==> src/cpu8af_pkg.sv <==
// ----------------------------------------------------------------------------
// cpu8af_pkg
// Types, codes and sizes shared by the 8-bit arithmetic and flags unit.
// ----------------------------------------------------------------------------
`timescale 1ns / 1ps

package cpu8af_pkg;

  // Opcodes of the input word
  localparam logic [3:0] OP_ADD = 4'd0;
  localparam logic [3:0] OP_ADI = 4'd1;
  localparam logic [3:0] OP_SUB = 4'd2;
  localparam logic [3:0] OP_SUI = 4'd3;
  localparam logic [3:0] OP_INR = 4'd4;
  localparam logic [3:0] OP_DCR = 4'd5;
  localparam logic [3:0] OP_INX = 4'd6;
  localparam logic [3:0] OP_DCX = 4'd7;
  localparam logic [3:0] OP_DAD = 4'd8;

  // Register indexes
  localparam logic [2:0] REG_A = 3'd0;
  localparam logic [2:0] REG_B = 3'd1;
  localparam logic [2:0] REG_C = 3'd2;
  localparam logic [2:0] REG_D = 3'd3;
  localparam logic [2:0] REG_E = 3'd4;
  localparam logic [2:0] REG_H = 3'd5;
  localparam logic [2:0] REG_L = 3'd6;

  // Register pair indexes
  localparam logic [1:0] PAIR_BC = 2'd0;
  localparam logic [1:0] PAIR_DE = 2'd1;
  localparam logic [1:0] PAIR_HL = 2'd2;

  // Queue depths
  localparam int unsigned IQ_DEPTH = 2;
  localparam int unsigned RQ_DEPTH = 2;

  typedef enum logic [2:0] {
    EX_ADD,
    EX_SUB,
    EX_INR,
    EX_DCR,
    EX_INX,
    EX_DCX,
    EX_DAD,
    EX_BAD
  } exec_kind_e;

  typedef struct packed {
    logic [3:0] op;
    logic [2:0] reg_sel;
    logic [7:0] immediate;
  } in_word_t;

  typedef struct packed {
    logic [7:0]  accumulator;
    logic [15:0] written_value;
    logic        sign_flag;
    logic        zero_flag;
    logic        aux_carry_flag;
    logic        parity_flag;
    logic        carry_flag;
    logic        bad_select;
  } out_word_t;

  // Decoded instruction handed from front to back
  typedef struct packed {
    exec_kind_e kind;
    logic       use_imm;
    logic [2:0] reg_idx;
    logic [1:0] pair_idx;
    logic [7:0] imm;
  } dec_word_t;

  // Flags: S, Z, AC, P, CY
  typedef struct packed {
    logic s;
    logic z;
    logic ac;
    logic p;
    logic cy;
  } flags_t;

  // Head of the instruction queue as seen by the back end
  typedef struct packed {
    logic      valid;
    dec_word_t word;
  } iq_head_t;

endpackage

==> src/cpu8_arith_flags_unit.sv <==
// A word accepted into the instruction queue executes from its head and its result is registered in the result queue.
// Throughput: one word per cycle while the result queue has room, set by the execute stage on the register file.
// A full result queue stalls execution; the instruction queue keeps taking words until full.
// Reset (rst_ni low, asynchronous) clears registers A..L, all flags and both queues.
// ----------------------------------------------------------------------------
// cpu8_arith_flags_unit
// 8-bit arithmetic unit with kept register file and flags, queue interfaces.
// ----------------------------------------------------------------------------
`timescale 1ns / 1ps

module cpu8_arith_flags_unit
  import cpu8af_pkg::*;
#(
  parameter int unsigned IqDepth = IQ_DEPTH,
  parameter int unsigned RqDepth = RQ_DEPTH
) (
  input  logic      clk_i,
  input  logic      rst_ni,
  input  logic      push,
  output logic      full,
  input  in_word_t  in_word_i,
  output logic      empty,
  input  logic      pop,
  output out_word_t out_word_o
);

  logic      iq_full;
  logic      iq_push;
  dec_word_t iq_word;
  logic      iq_pop;
  iq_head_t  iq_head;

  // Decode incoming words
  cpu8af_front u_front (
    .push_i    (push),
    .in_word_i (in_word_i),
    .iq_full_i (iq_full),
    .full_o    (full),
    .iq_push_o (iq_push),
    .iq_word_o (iq_word)
  );

  // Buffer decoded instructions
  cpu8af_iq #(
    .Depth (IqDepth)
  ) u_iq (
    .clk_i  (clk_i),
    .rst_ni (rst_ni),
    .push_i (iq_push),
    .word_i (iq_word),
    .full_o (iq_full),
    .pop_i  (iq_pop),
    .head_o (iq_head)
  );

  // Execute and queue results
  cpu8af_back #(
    .RqDepth (RqDepth)
  ) u_back (
    .clk_i      (clk_i),
    .rst_ni     (rst_ni),
    .head_i     (iq_head),
    .iq_pop_o   (iq_pop),
    .empty_o    (empty),
    .pop_i      (pop),
    .out_word_o (out_word_o)
  );

endmodule

==> src/cpu8af_front.sv <==
// ----------------------------------------------------------------------------
// cpu8af_front
// Accepts input words and classifies them into decoded instructions.
// ----------------------------------------------------------------------------
`timescale 1ns / 1ps

module cpu8af_front
  import cpu8af_pkg::*;
(
  input  logic      push_i,
  input  in_word_t  in_word_i,
  input  logic      iq_full_i,
  output logic      full_o,
  output logic      iq_push_o,
  output dec_word_t iq_word_o
);

  // Accept whenever the instruction queue has room
  assign full_o    = iq_full_i;
  assign iq_push_o = push_i && !iq_full_i;

  // Classify opcode and check the selector
  always_comb begin
    iq_word_o.use_imm  = 1'b0;
    iq_word_o.reg_idx  = in_word_i.reg_sel;
    iq_word_o.pair_idx = in_word_i.reg_sel[1:0];
    iq_word_o.imm      = in_word_i.immediate;
    iq_word_o.kind     = EX_BAD;
    unique case (in_word_i.op)
      OP_ADD: begin
        iq_word_o.kind = (in_word_i.reg_sel > REG_L) ? EX_BAD : EX_ADD;
      end
      OP_ADI: begin
        iq_word_o.kind    = EX_ADD;
        iq_word_o.use_imm = 1'b1;
      end
      OP_SUB: begin
        iq_word_o.kind = (in_word_i.reg_sel > REG_L) ? EX_BAD : EX_SUB;
      end
      OP_SUI: begin
        iq_word_o.kind    = EX_SUB;
        iq_word_o.use_imm = 1'b1;
      end
      OP_INR: begin
        iq_word_o.kind = (in_word_i.reg_sel > REG_L) ? EX_BAD : EX_INR;
      end
      OP_DCR: begin
        iq_word_o.kind = (in_word_i.reg_sel > REG_L) ? EX_BAD : EX_DCR;
      end
      OP_INX: begin
        iq_word_o.kind = (in_word_i.reg_sel > {1'b0, PAIR_HL}) ? EX_BAD : EX_INX;
      end
      OP_DCX: begin
        iq_word_o.kind = (in_word_i.reg_sel > {1'b0, PAIR_HL}) ? EX_BAD : EX_DCX;
      end
      OP_DAD: begin
        iq_word_o.kind = (in_word_i.reg_sel > {1'b0, PAIR_HL}) ? EX_BAD : EX_DAD;
      end
      default: begin
        iq_word_o.kind = EX_BAD;
      end
    endcase
  end

endmodule

==> src/cpu8af_iq.sv <==
// ----------------------------------------------------------------------------
// cpu8af_iq
// Short queue of decoded instructions between front and back.
// ----------------------------------------------------------------------------
`timescale 1ns / 1ps

module cpu8af_iq
  import cpu8af_pkg::*;
#(
  parameter int unsigned Depth = IQ_DEPTH
) (
  input  logic      clk_i,
  input  logic      rst_ni,
  input  logic      push_i,
  input  dec_word_t word_i,
  output logic      full_o,
  input  logic      pop_i,
  output iq_head_t  head_o
);

  localparam int unsigned PtrW = $clog2(Depth);
  localparam int unsigned CntW = $clog2(Depth + 1);

  dec_word_t           mem_q [Depth];
  logic [PtrW-1:0]     wr_ptr_q, wr_ptr_d;
  logic [PtrW-1:0]     rd_ptr_q, rd_ptr_d;
  logic [CntW-1:0]     cnt_q, cnt_d;
  logic                do_push, do_pop;

  assign full_o      = (cnt_q == CntW'(Depth));
  assign head_o.valid = (cnt_q != '0);
  assign head_o.word  = mem_q[rd_ptr_q];
  assign do_push     = push_i && !full_o;
  assign do_pop      = pop_i && head_o.valid;

  // Advance pointers and count
  always_comb begin
    wr_ptr_d = wr_ptr_q;
    rd_ptr_d = rd_ptr_q;
    cnt_d    = cnt_q;
    if (do_push) begin
      wr_ptr_d = (wr_ptr_q == PtrW'(Depth - 1)) ? '0 : wr_ptr_q + 1'b1;
    end
    if (do_pop) begin
      rd_ptr_d = (rd_ptr_q == PtrW'(Depth - 1)) ? '0 : rd_ptr_q + 1'b1;
    end
    if (do_push && !do_pop) begin
      cnt_d = cnt_q + 1'b1;
    end else if (do_pop && !do_push) begin
      cnt_d = cnt_q - 1'b1;
    end
  end

  always_ff @(posedge clk_i or negedge rst_ni) begin
    if (!rst_ni) begin
      wr_ptr_q <= '0;
      rd_ptr_q <= '0;
      cnt_q    <= '0;
    end else begin
      wr_ptr_q <= wr_ptr_d;
      rd_ptr_q <= rd_ptr_d;
      cnt_q    <= cnt_d;
    end
  end

  // Store the incoming word
  always_ff @(posedge clk_i) begin
    if (do_push) begin
      mem_q[wr_ptr_q] <= word_i;
    end
  end

endmodule

==> src/cpu8af_back.sv <==
// ----------------------------------------------------------------------------
// cpu8af_back
// Executes decoded instructions on the register file and flags, and queues
// the result words for the consumer.
// ----------------------------------------------------------------------------
`timescale 1ns / 1ps

module cpu8af_back
  import cpu8af_pkg::*;
#(
  parameter int unsigned RqDepth = RQ_DEPTH
) (
  input  logic      clk_i,
  input  logic      rst_ni,
  input  iq_head_t  head_i,
  output logic      iq_pop_o,
  output logic      empty_o,
  input  logic      pop_i,
  output out_word_t out_word_o
);

  localparam int unsigned PtrW = $clog2(RqDepth);
  localparam int unsigned CntW = $clog2(RqDepth + 1);

  // Register file and flags
  logic [7:0] a_q, b_q, c_q, d_q, e_q, h_q, l_q;
  logic [7:0] a_d, b_d, c_d, d_d, e_d, h_d, l_d;
  flags_t     flags_q, flags_d;

  // Result queue
  out_word_t       rq_mem_q [RqDepth];
  logic [PtrW-1:0] rq_wr_q, rq_wr_d;
  logic [PtrW-1:0] rq_rd_q, rq_rd_d;
  logic [CntW-1:0] rq_cnt_q, rq_cnt_d;
  logic            rq_pop;

  dec_word_t  dw;
  logic       exec_fire;
  logic [7:0] reg_val;
  logic [15:0] pair_val;
  logic [15:0] hl_val;
  logic       is_sub;
  logic [7:0] op_a, op_b, op_b_eff;
  logic [8:0] sum9;
  logic [4:0] nib5;
  logic [7:0] res8;
  flags_t     flags8;
  logic [15:0] base16, addend16;
  logic [16:0] sum17;
  out_word_t  res_word;

  assign dw        = head_i.word;
  assign exec_fire = head_i.valid && (rq_cnt_q != CntW'(RqDepth));
  assign iq_pop_o  = exec_fire;

  // Read operands
  always_comb begin
    unique case (dw.reg_idx)
      REG_A:   reg_val = a_q;
      REG_B:   reg_val = b_q;
      REG_C:   reg_val = c_q;
      REG_D:   reg_val = d_q;
      REG_E:   reg_val = e_q;
      REG_H:   reg_val = h_q;
      REG_L:   reg_val = l_q;
      default: reg_val = a_q;
    endcase
    unique case (dw.pair_idx)
      PAIR_BC: pair_val = {b_q, c_q};
      PAIR_DE: pair_val = {d_q, e_q};
      default: pair_val = {h_q, l_q};
    endcase
  end
  assign hl_val = {h_q, l_q};

  // 8-bit adder: subtract as a + ~b + 1, carry inverted to borrow
  assign is_sub   = (dw.kind == EX_SUB) || (dw.kind == EX_DCR);
  assign op_a     = ((dw.kind == EX_INR) || (dw.kind == EX_DCR)) ? reg_val : a_q;
  assign op_b     = ((dw.kind == EX_INR) || (dw.kind == EX_DCR)) ? 8'd1 :
                    (dw.use_imm ? dw.imm : reg_val);
  assign op_b_eff = is_sub ? ~op_b : op_b;
  assign sum9     = {1'b0, op_a} + {1'b0, op_b_eff} + {8'd0, is_sub};
  assign nib5     = {1'b0, op_a[3:0]} + {1'b0, op_b_eff[3:0]} + {4'd0, is_sub};
  assign res8     = sum9[7:0];

  always_comb begin
    flags8.s  = res8[7];
    flags8.z  = (res8 == 8'd0);
    flags8.ac = nib5[4];
    flags8.p  = ~(^res8);
    flags8.cy = sum9[8] ^ is_sub;
  end

  // 16-bit adder shared by INX, DCX and DAD
  assign base16   = (dw.kind == EX_DAD) ? hl_val : pair_val;
  assign addend16 = (dw.kind == EX_DAD) ? pair_val :
                    (dw.kind == EX_DCX) ? 16'hFFFF : 16'd1;
  assign sum17    = {1'b0, base16} + {1'b0, addend16};

  // Next register, flag and result values
  always_comb begin
    a_d     = a_q;
    b_d     = b_q;
    c_d     = c_q;
    d_d     = d_q;
    e_d     = e_q;
    h_d     = h_q;
    l_d     = l_q;
    flags_d = flags_q;
    res_word.written_value = 16'd0;
    res_word.bad_select    = 1'b0;
    unique case (dw.kind)
      EX_ADD, EX_SUB: begin
        a_d     = res8;
        flags_d = flags8;
        res_word.written_value = {8'd0, res8};
      end
      EX_INR, EX_DCR: begin
        unique case (dw.reg_idx)
          REG_A:   a_d = res8;
          REG_B:   b_d = res8;
          REG_C:   c_d = res8;
          REG_D:   d_d = res8;
          REG_E:   e_d = res8;
          REG_H:   h_d = res8;
          REG_L:   l_d = res8;
          default: a_d = a_q;
        endcase
        flags_d    = flags8;
        flags_d.cy = flags_q.cy;
        res_word.written_value = {8'd0, res8};
      end
      EX_INX, EX_DCX: begin
        unique case (dw.pair_idx)
          PAIR_BC: {b_d, c_d} = sum17[15:0];
          PAIR_DE: {d_d, e_d} = sum17[15:0];
          default: {h_d, l_d} = sum17[15:0];
        endcase
        res_word.written_value = sum17[15:0];
      end
      EX_DAD: begin
        {h_d, l_d} = sum17[15:0];
        flags_d.cy = sum17[16];
        res_word.written_value = sum17[15:0];
      end
      default: begin
        res_word.bad_select = 1'b1;
      end
    endcase
    res_word.accumulator    = a_d;
    res_word.sign_flag      = flags_d.s;
    res_word.zero_flag      = flags_d.z;
    res_word.aux_carry_flag = flags_d.ac;
    res_word.parity_flag    = flags_d.p;
    res_word.carry_flag     = flags_d.cy;
  end

  // Commit architectural state
  always_ff @(posedge clk_i or negedge rst_ni) begin
    if (!rst_ni) begin
      a_q     <= '0;
      b_q     <= '0;
      c_q     <= '0;
      d_q     <= '0;
      e_q     <= '0;
      h_q     <= '0;
      l_q     <= '0;
      flags_q <= '0;
    end else if (exec_fire) begin
      a_q     <= a_d;
      b_q     <= b_d;
      c_q     <= c_d;
      d_q     <= d_d;
      e_q     <= e_d;
      h_q     <= h_d;
      l_q     <= l_d;
      flags_q <= flags_d;
    end
  end

  // Result queue control
  assign empty_o    = (rq_cnt_q == '0);
  assign rq_pop     = pop_i && !empty_o;
  assign out_word_o = rq_mem_q[rq_rd_q];

  always_comb begin
    rq_wr_d  = rq_wr_q;
    rq_rd_d  = rq_rd_q;
    rq_cnt_d = rq_cnt_q;
    if (exec_fire) begin
      rq_wr_d = (rq_wr_q == PtrW'(RqDepth - 1)) ? '0 : rq_wr_q + 1'b1;
    end
    if (rq_pop) begin
      rq_rd_d = (rq_rd_q == PtrW'(RqDepth - 1)) ? '0 : rq_rd_q + 1'b1;
    end
    if (exec_fire && !rq_pop) begin
      rq_cnt_d = rq_cnt_q + 1'b1;
    end else if (rq_pop && !exec_fire) begin
      rq_cnt_d = rq_cnt_q - 1'b1;
    end
  end

  always_ff @(posedge clk_i or negedge rst_ni) begin
    if (!rst_ni) begin
      rq_wr_q  <= '0;
      rq_rd_q  <= '0;
      rq_cnt_q <= '0;
    end else begin
      rq_wr_q  <= rq_wr_d;
      rq_rd_q  <= rq_rd_d;
      rq_cnt_q <= rq_cnt_d;
    end
  end

  // Hold result words until popped
  always_ff @(posedge clk_i) begin
    if (exec_fire) begin
      rq_mem_q[rq_wr_q] <= res_word;
    end
  end

endmodule

==> config.mk <==
export PLATFORM = sky130hd
export DESIGN_NAME = cpu8_arith_flags_unit
export DESIGN_NICKNAME = d
export VERILOG_FILES = /design/src/cpu8af_pkg.sv /design/src/cpu8_arith_flags_unit.sv /design/src/cpu8af_front.sv /design/src/cpu8af_iq.sv /design/src/cpu8af_back.sv
export SDC_FILE = /design/constraint.sdc
export NUM_CORES = 1
export LEC_CHECK = 0
export ABC_AREA = 0
export BUFFER_PORTS_ARGS = -buffer_cell sky130_fd_sc_hd__buf_2
export CELL_PAD_IN_SITES_DETAIL_PLACEMENT = 0
export CELL_PAD_IN_SITES_GLOBAL_PLACEMENT = 1
export CORE_MARGIN = 2
export CORE_UTILIZATION = 46
export DETAILED_ROUTE_END_ITERATION = 10
export PLACE_DENSITY_LB_ADDON = 0.08
export SLEW_MARGIN = 0
export SYNTH_ARGS = -nofsm -noshare
export SYNTH_HDL_FRONTEND = slang
export SYNTH_SLANG_ARGS = --single-unit
export TNS_END_PERCENT = 30
==> constraint.sdc <==
create_clock -name clk_i -period 5.4 [get_ports clk_i]
set_input_delay 0.54 -clock clk_i [delete_from_list [all_inputs] [get_ports clk_i]]
set_output_delay 0.54 -clock clk_i [all_outputs]
set_load 0.05 [all_outputs]
==> flow_summary.ini <==
[die]
start_util = 0.469
die_w_um = 145
die_h_um = 145
num_rows = 51
die_area_um2 = 20900
core_area_um2 = 19400
ioPinCount = 51

[layout]
final_common_cell = nand2_1
synthToLayoutAreaGrowth_pct = 13.1
final_layout_size_suffix_gt1_frac = 0.170
diodes = 0
final_util = 0.530
final_cells = 1263
nNetsFinal = 1033
final_cell_mix = nand2_1, a21oi_1, edfxtp_1

[global_routing]
grtUsageTotal = 0.260
antenna_found_initial = 0
gr-total-overflow = 0
grt_max_degree = 70
grt_pass1_wl_um = 40200
grt_pass1_vias = 6978

[synthesis]
synth_warnings = 0
ys_ff_latch = 159
syn_nets = 985
synth_cells = 937
synthArstFlopShare = 0.434
synth-edff-count = 90
ys_types = 65
synth-seq-area-share = 0.487
syn_area_um2 = 9090
ys.flop_type = edfxtp_1
postSynthAreaPerCell_um2 = 9.70

[placed_design]
hpwl_um = 19600
dp_cells = 1231
io_buffers = 50
gp_congestion = 0.957

[cts]
cts_tree = built
ctsResizeCount = 0
cts.clk_slew.worst_paths_ns = 0.07
cts_setup_buffers = 0
clockRootBuffer = clkbuf_16
cts_sinks = 159
clk_path_buf_depth = 2
cts_hold_buf = 0
cts_made_buffers = 17
clkLatencyLatePin_ns = 0.42
htree_levels = 4

[sta]
slew-limit-headroom = 0.252
hold_viol_final = 0
fmax_mhz = 204
skew_ns = 0.0104
rsz0062_at_grt = no
worst_pin_slew_ns = 1.12
setup_viol = 0
fin_tns_setup_ns = 0
period_share = 0.906
min_period_ns = 4.89
drv_slew = 0

[worst_setup_path]
cp-end-kind = register
startpoint_type = register
criticalPathCategory = register to register
worstPathArrival_ns = 5.05
required_ns = 5.56
path_max_fanout = 20

[worst_hold_path]
min_path_type = primary input to register

[job]
cap_violations = 0

[route]
routed_wl_um = 26200
ant_nets = 0
via_per_inst = 5.71
drt-initial-drc-count = 565
firstDrtPassIters = 6
wire_per_inst_um = 20.8
drc = 0
vias = 7208

[outcome]
status = finished clean
-- final cells by class --
type                       instances  area, um2
tap                              265        332
clock buffer                      18        429
timing repair buffer              79        480
fill                            1797       9120
sequential                       159       4430
multi-input combinational        702       4360
inverter                          26       97.6
clock inverter                    14        156
-- per-stage QoR --
stage / area (um2) / setup slack [ns] / hold WS (ns)
after floorplan: 9090 / 0.926 / 0.244
after detailed placement: 9700 / 0.578 / 0.474
after CTS: 10300 / 0.548 / 0.294
after global routing: 10300 / 0.0937 / 0.293
after global placement: 9700 / 0.652 / 0.473
final: 10300 / 0.505 / 0.308
-- cells in the mapped netlist, types with 7 or more instances --
library cell / instances / share of area
a211oi_1: 20 / 0.017
a21o_1: 7 / 0.0058
a21oi_1: 128 / 0.070
a31oi_1: 15 / 0.010
buf_1: 7 / 0.0029
clkbuf_1: 37 / 0.015
dfrtp_1: 69 / 0.19
edfxtp_1: 90 / 0.30
ha_1: 27 / 0.037
inv_1: 25 / 0.010
mux2_2: 46 / 0.057
mux2i_1: 8 / 0.0088
nand2_1: 139 / 0.057
nand2b_1: 7 / 0.0048
nand3_1: 14 / 0.0077
nor2_1: 83 / 0.034
nor2b_1: 11 / 0.0076
nor3_1: 8 / 0.0044
o21ai_0: 64 / 0.035
o22ai_1: 8 / 0.0055
xnor2_1: 29 / 0.028
xor2_1: 10 / 0.0096
-- registers in the layout, summed over array words and instances, names as in the netlist, 2 cells and up --
signal,cells
u_back.c_q,8
u_back.e_q,8
u_back.b_q,8
u_back.rq_cnt_q,2
u_iq.cnt_q,2
u_iq.mem_q,30
u_back.rq_mem_q,60
u_back.h_q,8
u_back.l_q,8
u_back.flags_q,5
u_back.d_q,8
u_back.a_q,8
-- kinds of logic after synthesis --
group | share of synthesized area
compound gates | 0.193
xor+xnor | 0.0376
fa+ha+maj | 0.0416
buf+inv | 0.0345
flops | 0.487
mux | 0.0731
simple gates | 0.134
-- worst max-delay path, cell delays in order (launching register included) --
cell	delay (ns)
dfrtp_1	0.61
mux2_4	0.39
nor2_1	0.07
buf_4	0.17
a221oi_1	0.32
nor2_1	0.10
a211oi_1	0.29
a211oi_1	0.14
xnor2_1	0.14
ha_1	0.36
nand2_1	0.08
o21ai_0	0.21
xor2_1	0.18
buf_4	0.17
inv_1	0.07
ha_1	0.30
xor2_1	0.17
xnor2_1	0.13
xnor2_1	0.14
xnor2_1	0.31
a311o_1	0.18
nand3_1	0.08
-- worst paths after layout --
path	from	to	slack (ns)	cells after the start
min in group asynchronous	rst_ni	u_iq.cnt_q[1]	0.37	2
hold / removal	in_word_i[2]	u_iq.mem_q[0][2]	0.31	1
max in group asynchronous	rst_ni	u_back.l_q[5]	4.42	2
hold reg to reg	u_back.flags_q[2]	u_back.flags_q[2]	0.49	2
setup reg to reg	u_iq.rd_ptr_q	u_back.rq_mem_q[0][2]	0.51	21
setup / recovery	u_iq.rd_ptr_q	u_back.rq_mem_q[0][2]	0.51	21
-- metal layers --
metal / track usage / wire, um / vias up
li1: - / - / 3484
met1: 0.385 / 12400 / 3441
met2: 0.397 / 11600 / 247
met3: 0.0341 / 1560 / 36
met4: 0.0853 / 621 / 0
met5: 0 / 0 / -
Power is left out: the tool's default activity adds up to more than one toggle a clock period on the data nets, which glitch-free logic cannot reach.
